==> src/percent_decoder_macros.svh <==
// Assertion macros shared by the percent decoder RTL.
// Used by pctd_dec and pctd_outq; expects clk and rst_n in scope.
`ifndef PERCENT_DECODER_MACROS_SVH
`define PERCENT_DECODER_MACROS_SVH

// Property checked on every edge outside reset.
`define PCTD_ASSERT(lbl, prop, msg) \
  lbl: assert property (@(posedge clk) disable iff (!rst_n) prop) else $error(msg);

// Condition that must never be seen outside reset.
`define PCTD_NEVER(lbl, cond, msg) \
  lbl: assert property (@(posedge clk) disable iff (!rst_n) !(cond)) else $error(msg);

`endif

==> src/pctd_pkg.sv <==
// Types, constants and helpers for the percent decoder.
// No dependencies; imported by pctd_dec, pctd_outq and percent_decoder.
package pctd_pkg;

  localparam logic [7:0] PCT_CHAR = 8'h25;
  localparam int unsigned QDEPTH = 4;
  localparam int unsigned QPTW = $clog2(QDEPTH);
  localparam int unsigned QCNTW = $clog2(QDEPTH + 1);

  typedef enum logic [1:0] {
    PH_IDLE  = 2'd0,
    PH_PCT   = 2'd1,
    PH_DIGIT = 2'd2
  } phase_t;

  typedef struct packed {
    logic [7:0] out_byte;
    logic       has_byte;
    logic       string_end;
    logic       run_last;
  } res_t;

  // up to two results produced by one item, r0 first
  typedef struct packed {
    logic [1:0] n;
    res_t       r1;
    res_t       r0;
  } push_t;

  function automatic logic is_hex(input logic [7:0] c);
    return (c >= 8'h30 && c <= 8'h39) || (c >= 8'h41 && c <= 8'h46) ||
           (c >= 8'h61 && c <= 8'h66);
  endfunction

  // nibble value of a hex digit; letters have low nibble 1..6
  function automatic logic [3:0] hex_nib(input logic [7:0] c);
    return (c <= 8'h39) ? c[3:0] : c[3:0] + 4'd9;
  endfunction

endpackage

==> src/pctd_dec.sv <==
// Escape-decode state machine: phase and held digit, plus per-item results.
// Depends on pctd_pkg and percent_decoder_macros.svh.
`include "percent_decoder_macros.svh"

module pctd_dec (
  input  logic              clk,
  input  logic              rst_n,
  input  logic              fire,
  input  logic [7:0]        data,
  input  logic              last,
  output pctd_pkg::push_t   push
);
  import pctd_pkg::*;

  phase_t     phase_r, phase_nxt;
  logic [7:0] held_r, held_nxt;

  logic       hx, pct, idle_path, to_digit;
  logic       emit_held, emit_comb, emit_b, emit_flush, have0, two;
  phase_t     phase_pre;
  logic [7:0] held_pre, comb_val;

  always_ff @(posedge clk) begin
    if (!rst_n) begin
      phase_r <= PH_IDLE;
      held_r  <= 8'd0;
    end else begin
      phase_r <= phase_nxt;
      held_r  <= held_nxt;
    end
  end

  always_comb begin
    hx        = is_hex(data);
    pct       = (data == PCT_CHAR);
    idle_path = 1'b0;
    to_digit  = 1'b0;
    emit_held = 1'b0;
    emit_comb = 1'b0;
    case (phase_r)
      PH_PCT: begin
        to_digit  = hx;
        idle_path = !hx;
      end
      PH_DIGIT: begin
        emit_comb = hx;
        emit_held = !hx;
        idle_path = !hx;
      end
      default: begin
        idle_path = 1'b1;
      end
    endcase

    emit_b     = idle_path && !pct;
    emit_flush = last && to_digit;
    comb_val   = {hex_nib(held_r), hex_nib(data)};

    if (to_digit) begin
      phase_pre = PH_DIGIT;
    end else if (idle_path && pct) begin
      phase_pre = PH_PCT;
    end else begin
      phase_pre = PH_IDLE;
    end
    if (to_digit) begin
      held_pre = data;
    end else if (phase_r == PH_DIGIT) begin
      held_pre = 8'd0;
    end else begin
      held_pre = held_r;
    end

    have0 = emit_held || emit_comb || emit_b || emit_flush;
    two   = emit_held && emit_b;

    // first result: broken/complete pair, plain byte, flushed digit, or bare end marker
    if (emit_held) begin
      push.r0.out_byte = held_r;
    end else if (emit_comb) begin
      push.r0.out_byte = comb_val;
    end else if (emit_b || emit_flush) begin
      push.r0.out_byte = data;
    end else begin
      push.r0.out_byte = 8'd0;
    end
    push.r0.has_byte   = have0;
    push.r0.string_end = last && !two;
    push.r0.run_last   = !two;

    // second result only when a broken pair is followed by a plain byte
    push.r1.out_byte   = data;
    push.r1.has_byte   = 1'b1;
    push.r1.string_end = last;
    push.r1.run_last   = 1'b1;

    if (!fire) begin
      push.n = 2'd0;
    end else if (two) begin
      push.n = 2'd2;
    end else if (have0 || last) begin
      push.n = 2'd1;
    end else begin
      push.n = 2'd0;
    end

    if (fire) begin
      phase_nxt = last ? PH_IDLE : phase_pre;
      held_nxt  = last ? 8'd0 : held_pre;
    end else begin
      phase_nxt = phase_r;
      held_nxt  = held_r;
    end
  end

  `PCTD_ASSERT(a_held_only_in_digit, (phase_r != PH_DIGIT) |-> (held_r == 8'd0), "held digit outside digit phase")
  `PCTD_ASSERT(a_last_gives_result, (fire && last) |-> (push.n != 2'd0), "end of string without result")
  `PCTD_ASSERT(a_last_to_idle, (fire && last) |=> (phase_r == PH_IDLE), "phase not idle after end of string")

endmodule

==> src/pctd_outq.sv <==
// Four-entry result queue between the decoder and the output channel.
// Depends on pctd_pkg and percent_decoder_macros.svh.
`include "percent_decoder_macros.svh"

module pctd_outq (
  input  logic              clk,
  input  logic              rst_n,
  input  pctd_pkg::push_t   push,
  output logic              room,
  output logic              out_tvalid,
  input  logic              out_tready,
  output logic [15:0]       out_tdata,   // [7:0] out_byte, [8] string_end, [15:9] zero
  output logic              out_tuser,   // has_byte
  output logic              out_tlast    // run_last
);
  import pctd_pkg::*;

  res_t             mem_r [QDEPTH];
  logic [QPTW-1:0]  wr_ptr_r, wr_ptr_nxt, rd_ptr_r, rd_ptr_nxt;
  logic [QCNTW-1:0] count_r, count_nxt;
  logic             pop;
  res_t             head;

  assign pop        = out_tvalid && out_tready;
  assign out_tvalid = (count_r != '0);
  assign room       = (count_r <= QCNTW'(QDEPTH - 2));
  assign head       = mem_r[rd_ptr_r];
  assign out_tdata  = {7'd0, head.string_end, head.out_byte};
  assign out_tuser  = head.has_byte;
  assign out_tlast  = head.run_last;

  always_comb begin
    wr_ptr_nxt = wr_ptr_r + QPTW'(push.n);
    rd_ptr_nxt = rd_ptr_r + QPTW'(pop);
    count_nxt  = count_r + QCNTW'(push.n) - QCNTW'(pop);
  end

  always_ff @(posedge clk) begin
    if (!rst_n) begin
      wr_ptr_r <= '0;
      rd_ptr_r <= '0;
      count_r  <= '0;
    end else begin
      wr_ptr_r <= wr_ptr_nxt;
      rd_ptr_r <= rd_ptr_nxt;
      count_r  <= count_nxt;
    end
  end

  always_ff @(posedge clk) begin
    if (push.n != 2'd0) begin
      mem_r[wr_ptr_r] <= push.r0;
    end
    if (push.n == 2'd2) begin
      mem_r[wr_ptr_r + QPTW'(1)] <= push.r1;
    end
  end

  `PCTD_NEVER(a_no_overflow, (push.n != 2'd0) && (count_r > QCNTW'(QDEPTH - 2)), "push into full queue")
  `PCTD_NEVER(a_no_underflow, pop && (count_r == '0), "pop from empty queue")
  `PCTD_ASSERT(a_count_bound, count_r <= QCNTW'(QDEPTH), "queue count out of range")

endmodule

==> src/percent_decoder.sv <==
// An accepted input item is held in the input register stage until the queue
// has room; its first result item is then offered from the result queue.
// Throughput: one input item per cycle while the result queue holds at most two
// items. Input stalls while it holds three or four. A broken escape followed by a
// plain byte yields two result items, which leave one per cycle. So a run of such
// items, or a stalled result channel, slows the input to the result drain rate.
// Reset (rst_n low, synchronous): input stage and queue empty, phase idle,
// held digit cleared. Queue contents are not cleared and need not be.
module percent_decoder (
  input  logic        clk,
  input  logic        rst_n,
  // input channel
  input  logic        in_tvalid,
  output logic        in_tready,
  input  logic [7:0]  in_tdata,    // [7:0] in_byte
  input  logic        in_tlast,    // is_last
  // result channel
  output logic        out_tvalid,
  input  logic        out_tready,
  output logic [15:0] out_tdata,   // [7:0] out_byte, [8] string_end, [15:9] zero
  output logic        out_tuser,   // has_byte
  output logic        out_tlast    // run_last
);
  import pctd_pkg::*;

  // input register stage
  logic       s1_valid_r;
  logic [7:0] s1_data_r;
  logic       s1_last_r;

  logic       room;
  logic       fire;
  push_t      push;

  // The registered item is decoded only when the queue can take both
  // possible results; the stage refills in the same cycle it drains.
  assign fire      = s1_valid_r && room;
  assign in_tready = !s1_valid_r || room;

  always_ff @(posedge clk) begin
    if (!rst_n) begin
      s1_valid_r <= 1'b0;
    end else if (in_tready) begin
      s1_valid_r <= in_tvalid;
    end
  end

  // payload needs no reset
  always_ff @(posedge clk) begin
    if (in_tvalid && in_tready) begin
      s1_data_r <= in_tdata;
      s1_last_r <= in_tlast;
    end
  end

  // escape state machine and result formation
  pctd_dec u_dec (
    .clk   (clk),
    .rst_n (rst_n),
    .fire  (fire),
    .data  (s1_data_r),
    .last  (s1_last_r),
    .push  (push)
  );

  // result queue, also the output register
  pctd_outq u_outq (
    .clk        (clk),
    .rst_n      (rst_n),
    .push       (push),
    .room       (room),
    .out_tvalid (out_tvalid),
    .out_tready (out_tready),
    .out_tdata  (out_tdata),
    .out_tuser  (out_tuser),
    .out_tlast  (out_tlast)
  );

endmodule

==> config.mk <==
export PLATFORM = sky130hd
export DESIGN_NAME = percent_decoder
export DESIGN_NICKNAME = d
export VERILOG_FILES = /design/src/pctd_pkg.sv /design/src/pctd_dec.sv /design/src/pctd_outq.sv /design/src/percent_decoder.sv
export VERILOG_INCLUDE_DIRS = /design/src /design/src/src
export SDC_FILE = /design/constraint.sdc
export NUM_CORES = 1
export LEC_CHECK = 0
export BUFFER_PORTS_ARGS = -buffer_cell sky130_fd_sc_hd__buf_2
export CAP_MARGIN = 40
export CORE_UTILIZATION = 40
export DETAILED_ROUTE_END_ITERATION = 8
export MAX_ROUTING_LAYER = met4
export PLACE_DENSITY = 0.58
export SYNTH_ARGS = -nofsm -noshare
export SYNTH_HDL_FRONTEND = slang
export SYNTH_SLANG_ARGS = --single-unit
==> constraint.sdc <==
create_clock -name clk -period 3.05 [get_ports clk]
set_input_delay 0.1525 -clock clk [delete_from_list [all_inputs] [get_ports clk]]
set_output_delay 0.1525 -clock clk [all_outputs]
set_load 0.01 [all_outputs]
Yosys cells after proc, flatten, opt, wreduce, memory -nomap -nowiden
Memory sizes are Yosys's and may differ from the RTL's. A register that Yosys moved wholly into a read port is not among the register bits.
Cells that the tools add are included.
{"block": "totals", "reg_bits": 27, "ramBits": 44, "input_bits": 13, "output_inout_bits": 20, "elab_cells": 79, "memories": 1}
{"block": "classes", "add_sub_neg": 7, "magnitude_cmp": 8, "eq_ne": 4, "muxes": 23, "reduce_logical": 28}
{"name": "u_outq.mem_r", "words": 4, "width": 11, "read_ports": 1, "rd_clocked_by_memory_dff": 1, "wr": 2, "line_no": "pctd_outq.sv:18", "text": "res_t mem_r [QDEPTH];"}
{"cell": "$mux 8", "count": 6}
{"cell": "$ge 8x7->1 const B", "count": 2}
{"cell": "$le 8x6->1 const B", "count": 2}
{"cell": "$le 8x7->1 const B", "count": 2}
{"cell": "$logic_and 1x1->1", "count": 11}
{"cell": "$mux 1", "count": 10}
{"cell": "$mux 2", "count": 5}
{"cell": "$add 4x4->4 const B", "count": 2}
{"cell": "$eq 8x6->1 const B", "count": 1}
{"cell": "$ge 8x6->1 const B", "count": 1}
{"cell": "$logic_or 1x1->1", "count": 8}
{"cell": "$mux 4", "count": 2}
{"cell": "$reduce_bool 3->1", "count": 2}
{"cell": "$eq 2x2->1 const B", "count": 2}
{"cell": "$logic_not 1->1", "count": 4}
{"cell": "$add 3x2->3", "count": 1}
{"cell": "$le 3x2->1 const B", "count": 1}
{"cell": "$sub 3x1->3", "count": 1}
{"cell": "$add 2x1->2", "count": 1}
{"cell": "$add 2x1->2 const B", "count": 1}
{"cell": "$add 2x2->2", "count": 1}
{"cell": "$eq 2x1->1 const B", "count": 1}
{"cell": "$reduce_and 2->1", "count": 1}
{"cell": "$reduce_bool 2->1", "count": 1}
{"cell": "$reduce_or 2->1", "count": 1}

Logic depth before layout (Yosys ltp)
Gate-level depths: netlist (run 1).
{"block": "depth", "ltp_word": 16, "ltp_mapped": 14, "ltp_nobuf": 12}

Cells and area by module
Synthesis (run 1) repeated with hierarchy kept, for this count alone.
{"block": "unflattened", "hier_cells": 325, "area_unflattened_um2": 4251.6}
{"module": "pctd_outq", "instances": 1, "cells_per_inst": 162, "area_per_inst_um2": 2742.6, "seq_area_each_um2": 1461.4}
{"module": "pctd_dec", "instances": 1, "cells_per_inst": 148, "area_per_inst_um2": 1173.6, "seq_area_each_um2": 200.2}
{"module": "percent_decoder", "instances": 1, "cells_per_inst": 15, "area_per_inst_um2": 335.3, "seq_area_each_um2": 290.3}

Worst setup path before layout (run 1)
No wires, ideal clock.
{"block": "synth_path", "path_kind": "flip-flop to flip-flop", "from": "register s1_data_r[0]", "to": "register u_outq.count_r[2]", "setup_time_ns": 0.115, "arrival_time_ns": 3.041, "required_time_ns": 2.935, "slack_ns": -0.106, "path_stages_with_launch": 15, "n_path_buf": 2, "period_less_slack_ns": 3.156, "path_cell_list": "edfxtp_1 clkbuf_1 inv_1 ha_1 o21bai_1 a2111oi_2 a211oi_2 and2_1 buf_6 clkinv_4 ha_1 inv_1 fa_1 xnor2_1 and2_1"}
{"block": "synth_between", "elab_chain_len": 15, "elab_cells_between_ends": 30, "cone_classes": "add/sub: 2; order compare: 6; eq/ne: 1; mux: 7; reduce/logical: 14"}
{"item": "start: declaration", "line_no": "percent_decoder.sv:28", "text": "logic [7:0] s1_data_r;"}
{"item": "start signal: assignment", "line_no": "percent_decoder.sv:51", "text": "s1_data_r <= in_tdata;"}
{"item": "$ge 8x6->1, or another cell as far along", "line_no": "pctd_pkg.sv:31", "text": "return (c >= 8'h30 && c <= 8'h39) || (c >= 8'h41 && c <= 8'h46) ||"}
{"item": "$logic_and 1x1->1", "line_no": "pctd_pkg.sv:31"}
{"item": "$logic_or 1x1->1 (2 in series)", "line_no": "pctd_pkg.sv:31"}
{"item": "$logic_not 1->1", "line_no": "pctd_dec.sv:43, pctd_dec.sv:47, pctd_dec.sv:48"}
{"item": "$mux 1 (on tied branches)"}
{"item": "$logic_or 1x1->1 or $logic_and 1x1->1 (tied branches)", "line_no": "pctd_dec.sv:74, pctd_dec.sv:55"}
{"item": "$logic_or 1x1->1 (2 in series)", "line_no": "pctd_dec.sv:74", "text": "have0 = emit_held || emit_comb || emit_b || emit_flush;"}
{"item": "$logic_or 1x1->1", "line_no": "pctd_dec.sv:101", "text": "end else if (have0 || last) begin"}
{"item": "$mux 1", "line_no": "pctd_dec.sv:101"}
{"item": "$mux 2 *", "line_no": "pctd_dec.sv:99", "text": "end else if (two) begin"}
{"item": "$mux 2 *", "line_no": "pctd_dec.sv:97", "text": "if (!fire) begin"}
{"item": "$add 3x2->3 *", "line_no": "pctd_outq.sv:35", "text": "count_nxt = count_r + QCNTW'(push.n) - QCNTW'(pop);"}
{"item": "$sub 3x1->3 *", "line_no": "pctd_outq.sv:35"}
{"item": "end signal: assignment", "line_no": "pctd_outq.sv:46", "text": "count_r <= count_nxt;"}
{"item": "end: declaration", "line_no": "pctd_outq.sv:20", "text": "logic [QCNTW-1:0] count_r, count_nxt;"}
Mark *: on every way between the ends. The rest lies on a longest branch, timed or not.
A chain may end at the register's enable or synchronous reset.

Worst setup path in the final report (run 1)
{"block": "layout_path", "from": "register s1_data_r[1]", "to": "register u_outq.count_r[2]"}
Same word-level chain as after synthesis.

==> results of run 1 <==
[worst max-delay path, stage by stage, from the launching register on]
cell,delay (ns)
edfxtp_1,0.38
inv_1,0.12
ha_2,0.22
nand4bb_1,0.16
or4b_4,0.54
and2_4,0.19
and2_4,0.17
clkinv_4,0.06
ha_1,0.11
inv_1,0.05
fa_1,0.43
xnor2_1,0.13
and2_1,0.15
[logic make-up (layout without fill, tap and decap cells)]
logic type,Yosys count,count (layout),share of synthesized area (%)
other cells,1,7,0.0931
mux,14,14,6.93
simple gates,109,109,14.2
buf+inv,44,97,5.43
flops,71,71,46.5
compound gates,103,103,20.6
fa+ha+maj,15,15,4.84
xor+xnor,7,7,1.52
[cell usage in the layout (no fill, tap or decap), types with 6 or more instances in the layout]
cell type	instances
edfxtp_1	45
nand2_1	36
buf_4	28
dfxtp_1	26
buf_2	25
inv_1	18
and2_1	16
a22o_1	15
o2bb2ai_1	13
ha_1	13
nor3_1	12
nand3_1	11
mux4_2	11
a21oi_1	10
o21ai_0	9
clkbuf_8	9
dlygate4sd3_1	9
nor2_1	8
conb_1	7
xnor2_1	6
[report_power, final]
| part | leakage, nW | switching [W] | total [W] | internal [W] |
|---|---|---|---|---|
| Clock | 0.106 | 0.000361 | 0.000820 | 0.000459 |
| Combinational | 1.03 | 0.000329 | 0.000668 | 0.000339 |
| Sequential | 0.644 | 0.000107 | 0.00124 | 0.00113 |
| Total | 1.78 | 0.000797 | 0.00273 | 0.00193 |
[state kept, by name, summed over array words and instances, names as in the netlist]
register         cells
s1_last_r            1
u_dec.held_r         8
u_outq.rd_ptr_r      2
u_outq.mem_r        44
u_outq.count_r       3
u_outq.wr_ptr_r      2
u_dec.phase_r        2
s1_data_r            8
s1_valid_r           1
[metrics by stage]
step / cell area (sq um) / instances / setup WS, ns
2_1_floorplan: 4050 / 370 / 0.0363
3_3_place_gp: 4410 / 531 / 0.241
3_5_place_dp: 4410 / 531 / 0.173
4_1_cts: 4710 / 556 / 0.161
5_1_grt: 4730 / 556 / 0.0188
6_report: 4730 / 556 / 0.231
[what timing repair did]
| item | CTS | global route |
|---|---|---|
| hold endpoints to repair | 9 | 0 |
| gates resized for setup | 0 | 5 |
| setup endpoints to repair | 0 | 3 |
| hold buffers | 9 | 0 |
[routing by layer]
metal | routed length (um) | part of all wire, % | GRT usage, % | vias up
met3 | 430 | 4.3 | 4.38 | 27
met5 | 0 | 0 | - | -
li1 | - | - | - | 1489
met4 | 241 | 2.4 | 8.46 | 0
met2 | 4760 | 47 | 32.9 | 106
met1 | 4600 | 46 | 26.4 | 1534
[final timing paths]
path | end | slack (ns) | cells past startpoint
worst min-delay path | s1_valid_r | 0.06 | 3
worst max register to register | u_outq.count_r[2] | 0.23 | 12
worst max-delay path | u_outq.count_r[2] | 0.23 | 12
worst min register to register | u_outq.mem_r[0][2] | 0.48 | 2
[cell type report]
class / count / area share (%)
tap: 133 / 3.51
inverter: 19 / 1.61
sequential: 71 / 39.5
clock inverter: 6 / 1.82
timing repair buffer: 62 / 8.99
clock buffer: 10 / 2.70
multi-input combinational: 255 / 41.8
==> metrics, run 1 <==
Sequential Area 1870 sq um; Max Cap Viol 0; RSZ-0062 raised after global routing no; sequential fraction of the synthesis area 46.5%; Diodes inserted 0; antenna-violating nets left 0; most frequent cells after synthesis edfxtp_1 (45), nand2_1 (36), dfxtp_1 (26), inv_1 (18), and2_1 (17); GRT Util Overall 21.0%; CTS tree built; slew margin rel. 46.8%; total number of vias 3156; Worst Setup SP s1_data_r[1]; crit start category flop; Area growth, synth to finish 17.5%; fillcell total 918; endpoints failing hold 0; largest net degree at the start of global routing 16; Layout Nets 446; Design Power 0.00273 W; Initial Util 41.2%; # setup viols final 0; Distinct cells, synth 65; # DRC 0; setup TNS 0 ns; Post-Syn Area 4030 sq um; post-synth top area cell edfxtp_1; RePlAce Congestion 0.988; post-detailed-route via-to-cell ratio 5.68; number of synthesized register bits 71; first-pass GRT wire length 15.7 mm; H-tree depth 3; Slew Viols, Final 0; Synth async-reset ratio 0%; crit path capture type flop; min Tclk post-route 2.82 ns; initial antenna violation count 0; Post-synth EDFFs 45; Worst Path Arrival 3.06 ns; Yosys warning count 0; Root Buffer clkbuf_8; period utilization 92.4%; Synth Flop Type edfxtp_1; TritonRoute pass-1 iters 5; Cells after Synth 364; port bufs 25; Clock Path Buffers 2; core area 9770 sq um; Die ar. 10500 sq um; Crit Path Max Fanout 5; post-DR wirelength/cell 18.0 um; # rows 36; Worst EP required 3.29 ns; vias in the first global route 2975; hold_sp in_tvalid; Clk Latency, worst-skew pair 0.35 ns; Worst Hold Class in2reg; Sink Count 71; pwr dens 576 nW/um^2; CTS Buf Count 9; Crit Path Category reg2reg; Reg clk slew, reported paths 0.07 ns; io pins 33; R2R Path Start s1_data_r[1]; Post-Syn Area per Cell 11.1 sq um; Leak Pwr 1.78 nW; top-area cell type share of the netlist area 33.5%; most frequent cell after synthesis edfxtp_1; worst hold slack 0.0572 ns; status finished, final reports clean; synth top area cells edfxtp_1 (34%), dfxtp_1 (13%), mux4_2 (6.1%); final core occ 48.4%; DR iter-0 viols 201; Die Y 102 um; area of the multi-input gates 1980 sq um; ratio of cells with drive above 1 in the final layout 23.9%; setup bufs post-CTS 0; actual slew at the worst max-slew pin 0.798 ns; Worst VDD drop 0.202 mV; Worst Skew 0.0149 ns; final wirelength 10.0 mm; Peak Freq 355 MHz; Die W 102 um; Post-DP HPWL 7.58 mm; total grt overflow 0
No activity file was read; power rests on OpenSTA's default activity.
==> inputs of run 2 (changes only) <==
--- a/config.mk
+++ b/config.mk
@@ -11,7 +11,7 @@
 export CORE_UTILIZATION = 40
 export DETAILED_ROUTE_END_ITERATION = 8
 export MAX_ROUTING_LAYER = met4
-export PLACE_DENSITY = 0.58
+export PLACE_DENSITY = 0.55
 export SYNTH_ARGS = -nofsm -noshare
 export SYNTH_HDL_FRONTEND = slang
 export SYNTH_SLANG_ARGS = --single-unit
==> metrics, run 2 (synthesis results as in run 1) <==
Diodes inserted 0 (unchanged); Slew Viols, Final 0 (unchanged); # setup viols final 0 (unchanged); Worst Skew 0.0155 ns (was 0.0149 ns); GRT Util Overall 22.0% (was 21.0%); post-route design area 4720 sq um (was 4730 sq um); RePlAce Congestion 0.931 (was 0.988); post-DR wirelength/cell 18.5 um (was 18.0 um); Initial Util 41.2% (unchanged); setup TNS 0 ns (unchanged); CTS tree built (unchanged); most frequent cells in the layout edfxtp_1 (45), nand2_1 (36), buf_4 (28) (unchanged); Clk Latency, worst-skew pair 0.37 ns (was 0.35 ns); Post-DP HPWL 7.80 mm (was 7.58 mm); largest stage delay on the critical path 0.60 ns (was 0.54 ns); R2R Path Start s1_data_r[1] (unchanged); final wirelength 10.3 mm (was 10.0 mm); Crit Path Category reg2reg (unchanged); slew margin rel. 46.3% (was 46.8%); port bufs 25 (unchanged); crit path capture type flop (unchanged); CTS Buf Count 9 (unchanged); Worst Hold Class in2reg (unchanged); Largest regs u_outq.mem_r x44, s1_data_r x8, u_dec.held_r x8 (unchanged); Cells on Worst Hold Path 3 (unchanged); critical path's slowest cell or4b_1 (was or4b_4); DR iter-0 viols 252 (was 201); R2R depth 12 (unchanged); pwr dens 566 nW/um^2 (was 576 nW/um^2); Die ar. 10500 sq um (unchanged); Top reg by flops u_outq.mem_r (unchanged); Reg clk slew, reported paths 0.07 ns (about the same); Cell Chain, Critical Path inv_1, ha_1, nand4bb_1, or4b_1, and2_4, and2_1, clkinv_4, ha_1, inv_1, fa_1, xnor2_1, and2_1 (was inv_1, ha_2, nand4bb_1, or4b_4, and2_4, and2_4, clkinv_4, ha_1, inv_1, fa_1, xnor2_1, and2_1); # rows 36 (unchanged); dpl cells 531 (unchanged); setup bufs post-CTS 0 (unchanged); io pins 33 (unchanged); CP delay by family, top simple AND/OR/NAND/NOR gates (unchanged); Hold Crit Endpoint s1_valid_r (unchanged); endpoints failing hold 0 (unchanged); Worst Path Arrival 3.20 ns (was 3.06 ns); Layout Nets 446 (unchanged); Worst VDD drop 0.351 mV (was 0.202 mV); vias in the first global route 2973 (was 2975); max reg flops 44 (unchanged); Post-DP Area 4410 sq um (unchanged); ratio of cells with drive above 1 in the final layout 23.4% (was 23.9%); total grt overflow 0 (unchanged); H-tree depth 3 (unchanged); Design Power 0.00267 W (was 0.00273 W); # DRC 0 (unchanged); Max Cap Viol 0 (unchanged); pre-CTS setup slack 0.177 ns (was 0.173 ns); post-detailed-route via-to-cell ratio 5.74 (was 5.68); Sink Count 71 (unchanged); Root Buffer clkbuf_8 (unchanged); Crit Path Max Fanout 5 (unchanged); Worst Setup Slack, final 0.100 ns (was 0.231 ns); total number of vias 3189 (was 3156); Clock Path Buffers 2 (unchanged); largest net degree at the start of global routing 15 (was 16); non-filler cells, final 556 (unchanged); initial antenna violation count 0 (unchanged); RSZ-0062 raised after global routing yes (was no); antenna-violating nets left 0 (unchanged); r2r setup slk 0.10 ns (was 0.23 ns); CP bufs+invs 3 (unchanged); core area 9770 sq um (unchanged); first-pass GRT wire length 16.5 mm (was 15.7 mm); TritonRoute pass-1 iters 5 (unchanged); status finished, final reports clean (unchanged); min Tclk post-route 2.95 ns (was 2.82 ns); Reg2Reg Capture Point u_outq.count_r[2] (unchanged); commonest non-fill, non-tap cell in the layout edfxtp_1 (unchanged); Peak Freq 339 MHz (was 355 MHz); Worst EP required 3.30 ns (was 3.29 ns); Leak Pwr 1.78 nW (about the same); period utilization 96.7% (was 92.4%); Die Y 102 um (unchanged); hold_sp in_tvalid (unchanged); actual slew at the worst max-slew pin 0.804 ns (was 0.798 ns); Area growth, synth to finish 17.0% (was 17.5%); crit start category flop (unchanged); Die W 102 um (unchanged)
run 2: cell count changes in the layout (fill, tap and decap cells not counted), sizes merged:
| cell | before | now |
|---|---|---|
| clkbuf | 10 | 9 |
| bufinv | 2 | 1 |
| inv | 18 | 19 |
| clkinv | 4 | 5 |
run 2: area by class of cell:
| type | instances | area (sq um) |
|---|---|---|
| fill | 891 | 5060 |
| timing repair buffer | 62 | 425 |
| multi-input combinational | 255 | 1980 |
| sequential | 71 | 1870 |
| inverter | 19 | 76.3 |
| clock inverter | 7 | 72.6 |
| tap | 133 | 166 |
| clock buffer | 9 | 124 |
run 2: layer usage:
metal  track usage (%)  wire length (um)  part of all wire [%]  vias up
met5                 -                 0                     0        -
met4              6.26               166                   1.6        0
met3              3.56               525                   5.1       21
met2              35.7              4990                    48      116
met1              28.4              4610                    45     1568
li1                  -                 -                     -     1484
run 2: through the flow:
stage	hold WS, ns	util (%)
finish	0.0537	48.2
CTS	0.0382	48.1
detailed placement	0.331	45.1
floorplan	0.251	-
global route	0.0971	48.2
global placement	0.329	45.1
run 2: worst max-delay path by stage:
stage                              to          from  depth (start not counted)  slack, ns
global route        u_outq.count_r[2]  s1_data_r[1]                         12      -0.04
finish              u_outq.count_r[2]  s1_data_r[1]                         12       0.10
floorplan           u_outq.count_r[2]  s1_data_r[0]                         14       0.04
global placement    u_outq.count_r[2]  s1_data_r[1]                         12       0.26
CTS                 u_outq.count_r[2]  s1_data_r[1]                         12       0.16
detailed placement  u_outq.count_r[2]  s1_data_r[1]                         12       0.18
run 2: worst reg2reg max path, cell delays in order (launching register included):
cell       delay (ns)
edfxtp_1         0.41
inv_1            0.12
ha_1             0.20
nand4bb_1        0.18
or4b_1           0.60
and2_4           0.21
and2_1           0.19
clkinv_4         0.08
ha_1             0.11
inv_1            0.05
fa_1             0.43
xnor2_1          0.13
and2_1           0.15
run 2: what timing repair did:
item | CTS | global route
hold buffers | 9 | 0
hold endpoints to repair | 9 | 0
setup endpoints to repair | 0 | 17
gates resized for setup | 0 | 3
run 2: where the power goes:
| part | internal, W | switching, W |
|---|---|---|
| clock network | 0.000379 | 0.000386 |
| registers | 0.00113 | 0.000110 |
| logic | 0.000342 | 0.000324 |
